### config.mk
export PLATFORM = sky130hd
export DESIGN_NAME = table_tone_generator_flat
export DESIGN_NICKNAME = d
export VERILOG_FILES = /design/src/hdl/ttg_pkg.sv /design/src/hdl/ttg_if.sv /design/src/hdl/ttg_divider.sv /design/src/hdl/table_tone_generator.sv /design/src/flat_wrapper.sv
export VERILOG_INCLUDE_DIRS = /design/src /design/src/hdl
export SDC_FILE = /design/constraint.sdc
export NUM_CORES = 1
export LEC_CHECK = 0
export BUFFER_PORTS_ARGS = -buffer_cell sky130_fd_sc_hd__clkbuf_2
export CAP_MARGIN = 0
export CORE_MARGIN = 4
export CORE_UTILIZATION = 31
export DETAILED_ROUTE_END_ITERATION = 10
export GPL_ROUTABILITY_DRIVEN = 0
export MAX_ROUTING_LAYER = met4
export SLEW_MARGIN = 40
export SYNTH_ARGS = -nofsm -noshare
export SYNTH_HDL_FRONTEND = slang
export SYNTH_HIERARCHICAL = 1
export SYNTH_SLANG_ARGS = --single-unit
### constraint.sdc
create_clock -name clk -period 7.2 [get_ports clk]
set_clock_uncertainty 0.15 [all_clocks]
set_input_delay 0 -clock clk [delete_from_list [all_inputs] [get_ports clk]]
set_output_delay 0 -clock clk [all_outputs]
set_load 0.005 [all_outputs]
### src/hdl/assert_macros.svh
// Assertion macros shared by the tone generator RTL.
// Define ASSERT_OFF to compile the checks away.
`ifndef ASSERT_MACROS_SVH
`define ASSERT_MACROS_SVH

`ifndef ASSERT_OFF

`define ASSERT_IMPLIES(label, clk, rst, cond, prop) \
  label: assert property (@(posedge clk) disable iff (rst) (cond) |-> (prop)) \
    else $error("assertion failed: implication");

`define ASSERT_NEXT(label, clk, rst, cond, prop) \
  label: assert property (@(posedge clk) disable iff (rst) (cond) |=> (prop)) \
    else $error("assertion failed: next cycle");

`else

`define ASSERT_IMPLIES(label, clk, rst, cond, prop)

`define ASSERT_NEXT(label, clk, rst, cond, prop)

`endif

`endif

### src/hdl/ttg_pkg.sv
// Shared types and constants of the table tone generator.
// No dependencies.
package ttg_pkg;

  localparam int HALF_PERIOD_BITS_DEF = 16;
  localparam int TABLE_DEPTH_DEF      = 255;
  localparam int CFG_INDEX_BITS       = 2;

  // register indexes
  localparam logic [CFG_INDEX_BITS-1:0] REG_HALF_PERIOD = 2'd0;
  localparam logic [CFG_INDEX_BITS-1:0] REG_WAVE_SELECT = 2'd1;

  // wave select codes
  localparam logic [1:0] WAVE_OFF    = 2'd0;
  localparam logic [1:0] WAVE_SAW    = 2'd1;
  localparam logic [1:0] WAVE_SINE   = 2'd2;
  localparam logic [1:0] WAVE_SQUARE = 2'd3;

  localparam logic [7:0] LEVEL_MID = 8'd127;

  localparam longint unsigned Q30_ONE     = 64'd1 << 30;
  localparam longint unsigned HALF_PI_Q30 = 64'd1686629713;

  typedef enum logic [2:0] {
    ST_IDLE,
    ST_MOD,
    ST_MUL,
    ST_IDX,
    ST_ROM,
    ST_SLEW,
    ST_DONE
  } ttg_state_t;

endpackage

### src/hdl/ttg_if.sv
// Stream and configuration channel interfaces of the tone generator.
// No dependencies beyond ttg_pkg.
interface ttg_tick_if;
  logic valid;
  logic ready;
  logic tick;
  modport source (output valid, output tick, input ready);
  modport sink (input valid, input tick, output ready);
endinterface

interface ttg_level_if;
  logic       valid;
  logic       ready;
  logic [7:0] dac_value;
  logic       dac_write;
  modport source (output valid, output dac_value, output dac_write, input ready);
  modport sink (input valid, input dac_value, input dac_write, output ready);
endinterface

interface ttg_cfg_if import ttg_pkg::*; #(
  parameter int DATA_BITS = 16
);
  logic                      valid;
  logic                      ready;
  logic [CFG_INDEX_BITS-1:0] index;
  logic [DATA_BITS-1:0]      data;
  modport source (output valid, output index, output data, input ready);
  modport sink (input valid, input index, input data, output ready);
endinterface

### src/hdl/ttg_divider.sv
// Bit-serial restoring divider, one quotient bit per cycle.
// No dependencies.
module ttg_divider #(
  parameter int NUM_BITS = 25,
  parameter int DEN_BITS = 17
) (
  input  logic                clk,
  input  logic                rst,
  input  logic                start,
  output logic                done,
  input  logic [NUM_BITS-1:0] dividend,
  input  logic [DEN_BITS-1:0] divisor,
  output logic [NUM_BITS-1:0] quotient,
  output logic [DEN_BITS-1:0] remainder
);

  localparam int CNT_BITS = $clog2(NUM_BITS + 1);

  logic [NUM_BITS-1:0] num;
  logic [DEN_BITS-1:0] den;
  logic [DEN_BITS-1:0] rem;
  logic [NUM_BITS-1:0] quo;
  logic [CNT_BITS-1:0] cnt;
  logic                running;

  logic [DEN_BITS:0]   trial;
  logic                fits;
  logic [DEN_BITS:0]   diff;

  always_comb begin
    trial = {rem, num[NUM_BITS-1]};
    fits  = trial >= {1'b0, den};
    diff  = trial - {1'b0, den};
  end

  always_ff @(posedge clk) begin
    if (rst) begin
      running <= 1'b0;
      done    <= 1'b0;
      cnt     <= '0;
    end else begin
      done <= 1'b0;
      if (start) begin
        running <= 1'b1;
        cnt     <= CNT_BITS'(NUM_BITS);
      end else if (running) begin
        cnt <= cnt - 1'b1;
        if (cnt == CNT_BITS'(1)) begin
          running <= 1'b0;
          done    <= 1'b1;
        end
      end
    end
  end

  always_ff @(posedge clk) begin
    if (start) begin
      num <= dividend;
      den <= divisor;
      rem <= '0;
      quo <= '0;
    end else if (running) begin
      num <= {num[NUM_BITS-2:0], 1'b0};
      quo <= {quo[NUM_BITS-2:0], fits};
      rem <= fits ? diff[DEN_BITS-1:0] : trial[DEN_BITS-1:0];
    end
  end

  assign quotient  = quo;
  assign remainder = rem;

endmodule

### src/hdl/table_tone_generator.sv
// Handles tick low, silence and playing a wave. One tick at a time: a new tick
// is accepted only after the level of the last one is registered for tone_out.
// The shared bit-serial divider runs twice per playing tick.
// Reset (rst, synchronous): phase 0, level 127, registers 0, no word pending.
module table_tone_generator import ttg_pkg::*; #(
  parameter int HALF_PERIOD_BITS = HALF_PERIOD_BITS_DEF,
  parameter int TABLE_DEPTH      = TABLE_DEPTH_DEF
) (
  input logic        clk,
  input logic        rst,
  ttg_tick_if.sink   tone_in,
  ttg_level_if.source tone_out,
  ttg_cfg_if.sink    cfg
);

`include "assert_macros.svh"

  localparam int PH_BITS  = HALF_PERIOD_BITS + 1;
  localparam int IDX_BITS = $clog2(TABLE_DEPTH);
  localparam int NUM_BITS = PH_BITS + $clog2(TABLE_DEPTH + 1);
  localparam int CMP_BITS = ((IDX_BITS > 8) ? IDX_BITS : 8) + 1;

  // sine level for table entry i, quadrant folded, Taylor series in Q30
  function automatic logic [7:0] sine_level(longint unsigned i);
    longint unsigned q, quad, r, y, y2, term, pos, neg, m, total;
    q    = 4 * i;
    quad = q / TABLE_DEPTH;
    r    = q % TABLE_DEPTH;
    if (quad[0]) r = TABLE_DEPTH - r;
    y    = (HALF_PI_Q30 * r) / TABLE_DEPTH;
    y2   = (y * y) >> 30;
    pos  = y;
    term = ((y * y2) >> 30) / 6;
    neg  = term;
    term = ((term * y2) >> 30) / 20;
    pos  = pos + term;
    term = ((term * y2) >> 30) / 42;
    neg  = neg + term;
    term = ((term * y2) >> 30) / 72;
    pos  = pos + term;
    term = ((term * y2) >> 30) / 110;
    neg  = neg + term;
    term = ((term * y2) >> 30) / 156;
    pos  = pos + term;
    term = ((term * y2) >> 30) / 210;
    neg  = neg + term;
    if (neg >= pos) m = 0;
    else begin
      m = pos - neg;
      if (m > Q30_ONE) m = Q30_ONE;
    end
    total = 256 * Q30_ONE;
    if (quad >= 2) total = total - 255 * m;
    else           total = total + 255 * m;
    total = total >> 31;
    return (total > 255) ? 8'hff : total[7:0];
  endfunction

  logic [7:0] sine_rom [TABLE_DEPTH];

  for (genvar g = 0; g < TABLE_DEPTH; g++) begin : g_rom
    localparam logic [7:0] SINE_ENTRY = sine_level(longint'(g));
    assign sine_rom[g] = SINE_ENTRY;
  end

  ttg_state_t state, state_next;

  logic [HALF_PERIOD_BITS-1:0] half_period;
  logic [1:0]                  wave_select;
  logic [PH_BITS-1:0]          phase_count;
  logic [7:0]                  last_level;
  logic [IDX_BITS-1:0]         idx;
  logic [7:0]                  rom_q;
  logic [7:0]                  target;
  logic                        wr;
  logic                        out_valid;
  logic [7:0]                  out_level;
  logic                        out_write;

  logic                in_acc;
  logic                active;
  logic                out_free;
  logic                div_start;
  logic                div_done;
  logic [NUM_BITS-1:0] div_num;
  logic [NUM_BITS-1:0] div_quo;
  logic [PH_BITS-1:0]  div_rem;
  logic [PH_BITS-1:0]  span;
  logic [IDX_BITS-1:0] quo_idx;
  logic [CMP_BITS-1:0] idx_w;
  logic [7:0]          wave_level;
  logic [7:0]          slew_level;

  assign cfg.ready = !rst;

  always_ff @(posedge clk) begin
    if (rst) begin
      half_period <= '0;
      wave_select <= WAVE_OFF;
    end else if (cfg.valid) begin
      case (cfg.index)
        REG_HALF_PERIOD: half_period <= HALF_PERIOD_BITS'(cfg.data);
        REG_WAVE_SELECT: wave_select <= cfg.data[1:0];
        default: ;
      endcase
    end
  end

  assign active   = (wave_select != WAVE_OFF) && (half_period != '0);
  assign span     = {half_period, 1'b0};
  assign out_free = !out_valid || tone_out.ready;
  assign in_acc   = tone_in.valid && tone_in.ready;

  // next state
  always_comb begin
    state_next = state;
    case (state)
      ST_IDLE: begin
        if (in_acc) begin
          if (tone_in.tick && active) state_next = ST_MOD;
          else if (tone_in.tick)      state_next = ST_SLEW;
          else                        state_next = ST_DONE;
        end
      end
      ST_MOD:  if (div_done) state_next = ST_MUL;
      ST_MUL:  state_next = ST_IDX;
      ST_IDX:  if (div_done) state_next = ST_ROM;
      ST_ROM:  state_next = ST_SLEW;
      ST_SLEW: state_next = ST_DONE;
      ST_DONE: if (out_free) state_next = ST_IDLE;
      default: state_next = ST_IDLE;
    endcase
  end

  // control outputs
  always_comb begin
    tone_in.ready = (state == ST_IDLE) && !rst;
    div_start     = 1'b0;
    div_num       = NUM_BITS'(phase_count) + NUM_BITS'(1);
    case (state)
      ST_IDLE: div_start = in_acc && tone_in.tick && active;
      ST_MUL: begin
        div_start = 1'b1;
        div_num   = NUM_BITS'(phase_count) * NUM_BITS'(TABLE_DEPTH);
      end
      default: ;
    endcase
  end

  always_ff @(posedge clk) begin
    if (rst) state <= ST_IDLE;
    else     state <= state_next;
  end

  ttg_divider #(
    .NUM_BITS (NUM_BITS),
    .DEN_BITS (PH_BITS)
  ) u_div (
    .clk       (clk),
    .rst       (rst),
    .start     (div_start),
    .done      (div_done),
    .dividend  (div_num),
    .divisor   (span),
    .quotient  (div_quo),
    .remainder (div_rem)
  );

  always_comb begin
    quo_idx = (div_quo >= NUM_BITS'(TABLE_DEPTH)) ? IDX_BITS'(TABLE_DEPTH - 1)
                                                  : div_quo[IDX_BITS-1:0];
    idx_w = CMP_BITS'(idx);
    case (wave_select)
      WAVE_SAW:  wave_level = 8'(idx);
      WAVE_SINE: wave_level = rom_q;
      default:   wave_level = (idx_w > CMP_BITS'(127)) ? 8'hff : 8'h00;
    endcase
    // halve the gap, truncated toward zero
    if (target > last_level)
      slew_level = last_level + ((target - last_level) >> 1);
    else
      slew_level = last_level - ((last_level - target) >> 1);
  end

  // quotient holds after the divide, so the ROM word is ready with idx
  always_ff @(posedge clk) begin
    rom_q <= sine_rom[quo_idx];
  end

  always_ff @(posedge clk) begin
    if (rst) begin
      phase_count <= '0;
      last_level  <= LEVEL_MID;
      out_valid   <= 1'b0;
    end else begin
      if (state == ST_MOD && div_done) phase_count <= div_rem;
      if (state == ST_SLEW) last_level <= slew_level;
      if (state == ST_DONE && out_free) out_valid <= 1'b1;
      else if (tone_out.ready)          out_valid <= 1'b0;
    end
  end

  always_ff @(posedge clk) begin
    if (in_acc) begin
      target <= LEVEL_MID;
      wr     <= 1'b0;
    end
    if (state == ST_IDX && div_done) idx <= quo_idx;
    if (state == ST_ROM) target <= wave_level;
    if (state == ST_SLEW) wr <= (target != last_level);
    if (state == ST_DONE && out_free) begin
      out_level <= last_level;
      out_write <= wr;
    end
  end

  assign tone_out.valid     = out_valid;
  assign tone_out.dac_value = out_level;
  assign tone_out.dac_write = out_write;

  `ASSERT_NEXT(a_accept_leaves_idle, clk, rst, in_acc, state != ST_IDLE)
  `ASSERT_IMPLIES(a_div_done_owned, clk, rst, div_done,
    state == ST_MOD || state == ST_IDX)
  `ASSERT_IMPLIES(a_idx_in_table, clk, rst, state == ST_ROM,
    CMP_BITS'(idx) < CMP_BITS'(TABLE_DEPTH))

endmodule
### src/flat_wrapper.sv
// flat-port wrapper written by rule: the top's interface ports become plain ports
module table_tone_generator_flat import ttg_pkg::*;
#(
  parameter int HALF_PERIOD_BITS = HALF_PERIOD_BITS_DEF,
  parameter int TABLE_DEPTH      = TABLE_DEPTH_DEF
)
  (clk, rst, tone_in_valid, tone_in_tick, tone_in_ready, tone_out_valid, tone_out_dac_value, tone_out_dac_write, tone_out_ready, cfg_valid, cfg_index, cfg_data, cfg_ready);
  ttg_tick_if tone_in_i ();
  ttg_level_if tone_out_i ();
  ttg_cfg_if cfg_i ();
  input logic clk;
  input logic rst;
  input wire logic [$bits(tone_in_i.valid)-1:0] tone_in_valid;
  input wire logic [$bits(tone_in_i.tick)-1:0] tone_in_tick;
  output wire logic [$bits(tone_in_i.ready)-1:0] tone_in_ready;
  output wire logic [$bits(tone_out_i.valid)-1:0] tone_out_valid;
  output wire logic [$bits(tone_out_i.dac_value)-1:0] tone_out_dac_value;
  output wire logic [$bits(tone_out_i.dac_write)-1:0] tone_out_dac_write;
  input wire logic [$bits(tone_out_i.ready)-1:0] tone_out_ready;
  input wire logic [$bits(cfg_i.valid)-1:0] cfg_valid;
  input wire logic [$bits(cfg_i.index)-1:0] cfg_index;
  input wire logic [$bits(cfg_i.data)-1:0] cfg_data;
  output wire logic [$bits(cfg_i.ready)-1:0] cfg_ready;
  assign tone_in_i.valid = tone_in_valid;
  assign tone_in_i.tick = tone_in_tick;
  assign tone_in_ready = tone_in_i.ready;
  assign tone_out_valid = tone_out_i.valid;
  assign tone_out_dac_value = tone_out_i.dac_value;
  assign tone_out_dac_write = tone_out_i.dac_write;
  assign tone_out_i.ready = tone_out_ready;
  assign cfg_i.valid = cfg_valid;
  assign cfg_i.index = cfg_index;
  assign cfg_i.data = cfg_data;
  assign cfg_ready = cfg_i.ready;
  table_tone_generator #(.HALF_PERIOD_BITS(HALF_PERIOD_BITS), .TABLE_DEPTH(TABLE_DEPTH)) u_core (.clk(clk), .rst(rst), .tone_in(tone_in_i), .tone_out(tone_out_i), .cfg(cfg_i));
endmodule
* Word level (Yosys, flattened, before mapping)
Memory sizes are Yosys's and may differ from the RTL's. A register that Yosys moved wholly into a read port is not among the register bits.
Cells that the tools add are included.
** Storage, ports and cells
- Flip-flop bits (word level) :: 163
- ROM bits :: 2048
- Word-level logic and storage cells :: 102
- Memories :: 1
** Memories
- (no name shown) :: depth 256, width 8, read ports 1, clocked after memory_dff 1, wr ports 0, line table_tone_generator.sv:187 : rom_q <= sine_rom[quo_idx];
** Operators by class
- Add/sub/neg operators :: 7
- Multipliers :: 1
- Order comparisons :: 4
- Equal/unequal tests :: 15
- Multiplexer cells :: 28
- Bitwise operators :: 2
- Reduce and logical (&&, ||, !) cells :: 25
** Operators with widths (number)
- $mux W25 :: 3
- $mux W8 :: 5
- $ge A25 B8 Y1 const B :: 1
- $mul A17 B8 Y25 const B :: 1
- $pmux W3 S7 :: 1
- $add A17 B1 Y18 const B :: 1
- $ge A18 B17 Y1 :: 1
- $mux W17 :: 1
- $sub A17 B17 Y17 :: 1
- $pmux W8 S2 :: 1
- $reduce_bool A16 Y1 :: 1
- $sub A8 B8 Y8 :: 2
- $mux W3 :: 5
- $mux W5 :: 2
- $reduce_bool A2 Y1 :: 5
- $eq A3 B3 Y1 const B :: 3
- $logic_and A1 B1 Y1 :: 9
- $not A8 Y9 :: 1
- $add A8 B7 Y8 :: 1
- $gt A8 B7 Y1 const B :: 1
- $gt A8 B8 Y1 :: 1
- $mux W1 :: 8
- $ne A8 B8 Y1 :: 1
- $sub A8 B7 Y8 :: 1
- other kinds (19) :: 25

* Logic depth before layout (Yosys ltp)
- Depth after elaboration :: 7
- Depth in mapped cells :: 20

* Cells and area by module
The synthesis kept the hierarchy.
** Modules (own cells, without submodules)
- table_tone_generator :: instances 1, cells an instance 1273, area an instance 10108.4 um2, seq. area each 1881.8 um2
- ttg_divider :: instances 1, cells an instance 406, area an instance 4435.5 um2, seq. area each 2242.2 um2

* Least setup slack after synthesis
Ideal clock, no wire load.
- Path type :: reg-to-reg
- Start point :: register u_core.phase_count[6]
- End point :: register u_core.u_div.num[23], data pin
- Setup time :: 0.260 ns
- Data arrival time :: 4.681 ns
- Path slack :: 2.109 ns
- Stages on the path, launching flop included :: 18
- Clock period less this slack :: 5.091 ns
- Cells stage by stage :: dfxtp_1 > inv_1 > fa_1 > inv_1 > fa_1 > fa_1 > inv_1 > fa_1 > inv_1 > ha_1 > a21oi_1 > nand2_1 > o21ai_0 > o21ai_1 > a41oi_1 > a21oi_1 > mux2i_1 > mux2_2
** On the way
- Word-level cells in the longest chain between the ends :: 3
** RTL lines
- start: declaration :: line table_tone_generator.sv:70 : logic [PH_BITS-1:0] phase_count;
- start signal: assignment :: line table_tone_generator.sv:196 : if (state == ST_MOD && div_done) phase_count <= div_rem;
- $mul A17 B8 Y25 :: line table_tone_generator.sv:144 : div_num = NUM_BITS'(phase_count) * NUM_BITS'(TABLE_DEPTH);
- $mux W25 :: line table_tone_generator.sv:140 : case (state)
- named net u_core.div_num[23] :: line table_tone_generator.sv:85 : logic [NUM_BITS-1:0] div_num;
- $mux W25 :: line ttg_divider.sv:57 : if (start) begin
- end signal: assignment :: line ttg_divider.sv:58 : num <= dividend;
- end signal: assignment :: line ttg_divider.sv:63 : num <= {num[NUM_BITS-2:0], 1'b0};
- end: declaration :: line ttg_divider.sv:19 : logic [NUM_BITS-1:0] num;
The timed path passes the listed nets, and every way through them passes these cells.
A chain may end at the register's enable or synchronous reset.

* Final worst setup path
Ends and elaborated chain as after synthesis.

==> run_results.csv <==
group,metric,value,unit
route,postRouteWirelength,35600,um
placed_design,dp_hpwl,26500,um
synthesis,syn_nets,1897,
layout,insertedDiodeCount,0,
synthesis,async_flop_share,0,
timing,period_share,0.775,
route,via_per_inst,5.09,
clocking,clockBufferDepth,2,
critical_path,path_cells,"inv_1 -> fa_1 -> inv_1 -> fa_1 -> fa_1 -> inv_1 -> fa_1 -> inv_1 -> ha_1 -> a21oi_1 -> nand2_1 -> o21ai_0 -> o21ai_1 -> a41oi_1 -> a21oi_1 -> mux2i_1 -> mux2_2",
global_routing,grt_usage,0.146,
worst_hold_path,hold_class,"in -> reg",
timing,finalSetupViolations,0,
critical_path,critical_path.slowest_cell,"fa_1",
die,rows,79,
clocking,postCtsHoldBufs,54,
critical_path,critPathArrivalTime,5630,ps
synthesis,avgSynthCellArea,8.66,um^2
route,ant_nets,0,
status,status,"completed",
layout,final_layout_size_suffix_gt1_frac,0.0833,
placed_design,dp.cells,2250,
timing,whs,126,ps
timing,hold_viol_final,0,
critical_path,cp.required,7240,ps
clocking,h-tree-depth,4,
clocking,tritoncts,"done",
clocking,path_clk_slew,70,ps
route,via_count,11900,
critical_path,critPathMaxFanout,6,
power_and_ir_drop,p_leak,6.88,nW
clocking,cts.repair.resized,0,
synthesis,synthCells,1679,
layout,nNetsFinal,1934,
synthesis,ys_seq_area_frac,0.284,
synthesis,synth_ff_type,"dfxtp_1",
global_routing,grt_overflow,0,
synthesis,ys_ff_latch,172,
critical_path,critPathCaptureType,"flop",
route,drc,0,
layout,utilization,0.353,
die,start_util,0.313,
layout,finalNonFillerCells,2336,
power_and_ir_drop,finalPower,5.21,mW
placed_design,io_buffer_count,35,
critical_path,startpoint_type,"flop",
die,pin_count,36,
timing,fmax,179,MHz
synthesis,synth_edf_count,68,
timing,period_needed,5580,ps
die,core-area,46500,um^2
route,drtIter0Drc,890,
layout,mostFrequentLayoutCell,"inv_1",
layout,area_delta_synth_final,12.7,%
timing,drv_slew,0,
critical_path,slowest_delay,630,ps
timing,rsz0062_at_grt,"no",
die,die_y,225,um
synthesis,ys_types,86,
timing,worst_pin_slew,774,ps
global_routing,antenna_found_initial,0,
clocking,cts_buffers,17,
critical_path,cp_num_buf_inv,4,
synthesis,synth_area,14500,um^2
clocking,worst_skew_pair.late_latency,450,ps
die,die-area,50400,um^2
layout,final_cell_mix,"inv_1, nand2_1, a21oi_1",
synthesis,yosys_warnings,6,
timing,relSlewSlack,0.471,
timing,timing.setup.tns,0,ps
power_and_ir_drop,pwr_density_cell,318,nW/um^2
global_routing,grt_pass1_vias,11600,
power_and_ir_drop,ir_drop,0.000155,V
clocking,cts_num_sinks,172,
clocking,cts_setup_buffers,0,
global_routing,grt_max_degree,84,
critical_path,crit_type,"reg -> reg",
critical_path,cp_top_family,"adder cells",
run,drv_cap,0,
die,die_w,225,um
route,wl_per_cell,15.2,um
route,dr.pass1.iters,6,
global_routing,grt_pass1_wl,59500,um
clocking,clockRootBuffer,"clkbuf_16",
[metal layers]
layer / GRT usage / vias up / wire [um]
met1: 0.201 / 5618 / 17100
li1: - / 5890 / -
met2: 0.223 / 335 / 16200
met5: - / - / 0
met3: 0.0231 / 48 / 1730
met4: 0.0405 / 0 / 554
[final cells by class]
| cell class | count | area, um^2 |
|---|---|---|
| Clock buffer | 18 | 439 |
| Clock inverter | 14 | 141 |
| Fill cell | 4751 | 30100 |
| Inverter | 206 | 773 |
| Multi-Input combinational cell | 1215 | 9330 |
| Sequential cell | 172 | 4130 |
| Tap cell | 607 | 759 |
| Timing Repair Buffer | 104 | 832 |
[worst reg2reg max path: stages, from the launching register on]
cell     delay [ps]
dfxtp_1         380
inv_1           190
fa_1            630
inv_1            80
fa_1            510
fa_1            540
inv_1            50
fa_1            530
inv_1            50
ha_1            340
a21oi_1         220
nand2_1          70
o21ai_0         360
o21ai_1         240
a41oi_1         440
a21oi_1         150
mux2i_1         150
mux2_2          260
[flip-flops by register name, indices dropped and copies added, names as in the netlist, 2 cells and up]
signal and count:
u_core/u_div/remainder 17, u_core/last_level 8, u_core/state 3, u_core/idx 8, u_core/u_div/cnt 5, u_core/wave_select 2, u_core/phase_count 17, u_core/u_div/num 25
u_core/rom_q 8, u_core/half_period 16, u_core/u_div/quotient 25, u_core/tone_out.dac_value 8, u_core/target 8, u_core/u_div/den 17
[path summary, 6_finish.rpt]
check	to	start	slack, ps	depth (start not counted)
max	u_core/u_div/num[23]	u_core/phase_count[6]	1620	17
min	u_core/half_period[13]	cfg_index[1]	130	4
max reg2reg	u_core/u_div/num[23]	u_core/phase_count[6]	1620	17
min reg2reg	u_core/tone_out.dac_value[7]	u_core/last_level[7]	310	0
[logic make-up (layout without fill, tap and decap cells)]
kind of cell | count (synthesis) | after routing | share of synthesized area
and+or+nand+nor | 457 | 457 | 0.149
xor gates and xnor gates | 72 | 72 | 0.0434
AOI/OAI and AO/OA | 422 | 422 | 0.188
other | 1 | 1 | 0.000258
muxes | 69 | 69 | 0.0501
adders and majority gates | 194 | 194 | 0.208
buffers and inverters | 292 | 342 | 0.0780
DFF | 172 | 172 | 0.284
[synthesized netlist by cell type, drive strengths merged (6+ instances only)]
cell type / number / area, um^2
nor2: 128 / 514
a311oi: 6 / 52.6
nor2b: 11 / 68.8
o211ai: 22 / 165
dfxtp: 104 / 2080
nand3: 25 / 130
o221ai: 6 / 52.6
and3: 11 / 73.8
o21bai: 15 / 113
a21o: 20 / 150
xnor2: 49 / 429
mux2: 27 / 308
nor3: 23 / 115
a211oi: 19 / 153
o21ai: 98 / 494
nor4: 16 / 158
clkinv: 6 / 22.5
a21oi: 126 / 638
a2111oi: 8 / 76.3
nand4: 15 / 93.8
nand2b: 14 / 87.6
ha: 115 / 1440
a31oi: 14 / 87.6
a32oi: 7 / 61.3
a22oi: 9 / 67.6
xor2: 23 / 201
fa: 79 / 1580
inv: 200 / 751
or3: 7 / 43.8
o31ai: 13 / 97.6
mux2i: 42 / 420
clkbuf: 60 / 226
buf: 26 / 135
o21a: 9 / 67.6
nand2: 182 / 691
edfxtp: 68 / 2040
[where the power goes]
group	internal, mW	switching [mW]	total [mW]
combinational	1.15	1.73	2.88
sequential	1.27	0.160	1.43
clock	0.471	0.435	0.906
total	2.88	2.33	5.21
[through the flow]
| stage | cell area [um^2] | setup slack (ps) |
|---|---|---|
| final | 16400 | 1620 |
| after floorplan | 14500 | 2110 |
| after CTS | 16400 | 1640 |
| after global routing | 16400 | 1280 |
| after global placement | 15300 | 1750 |
| after detailed placement | 15300 | 1670 |
Power figures use the tool's default switching activity.
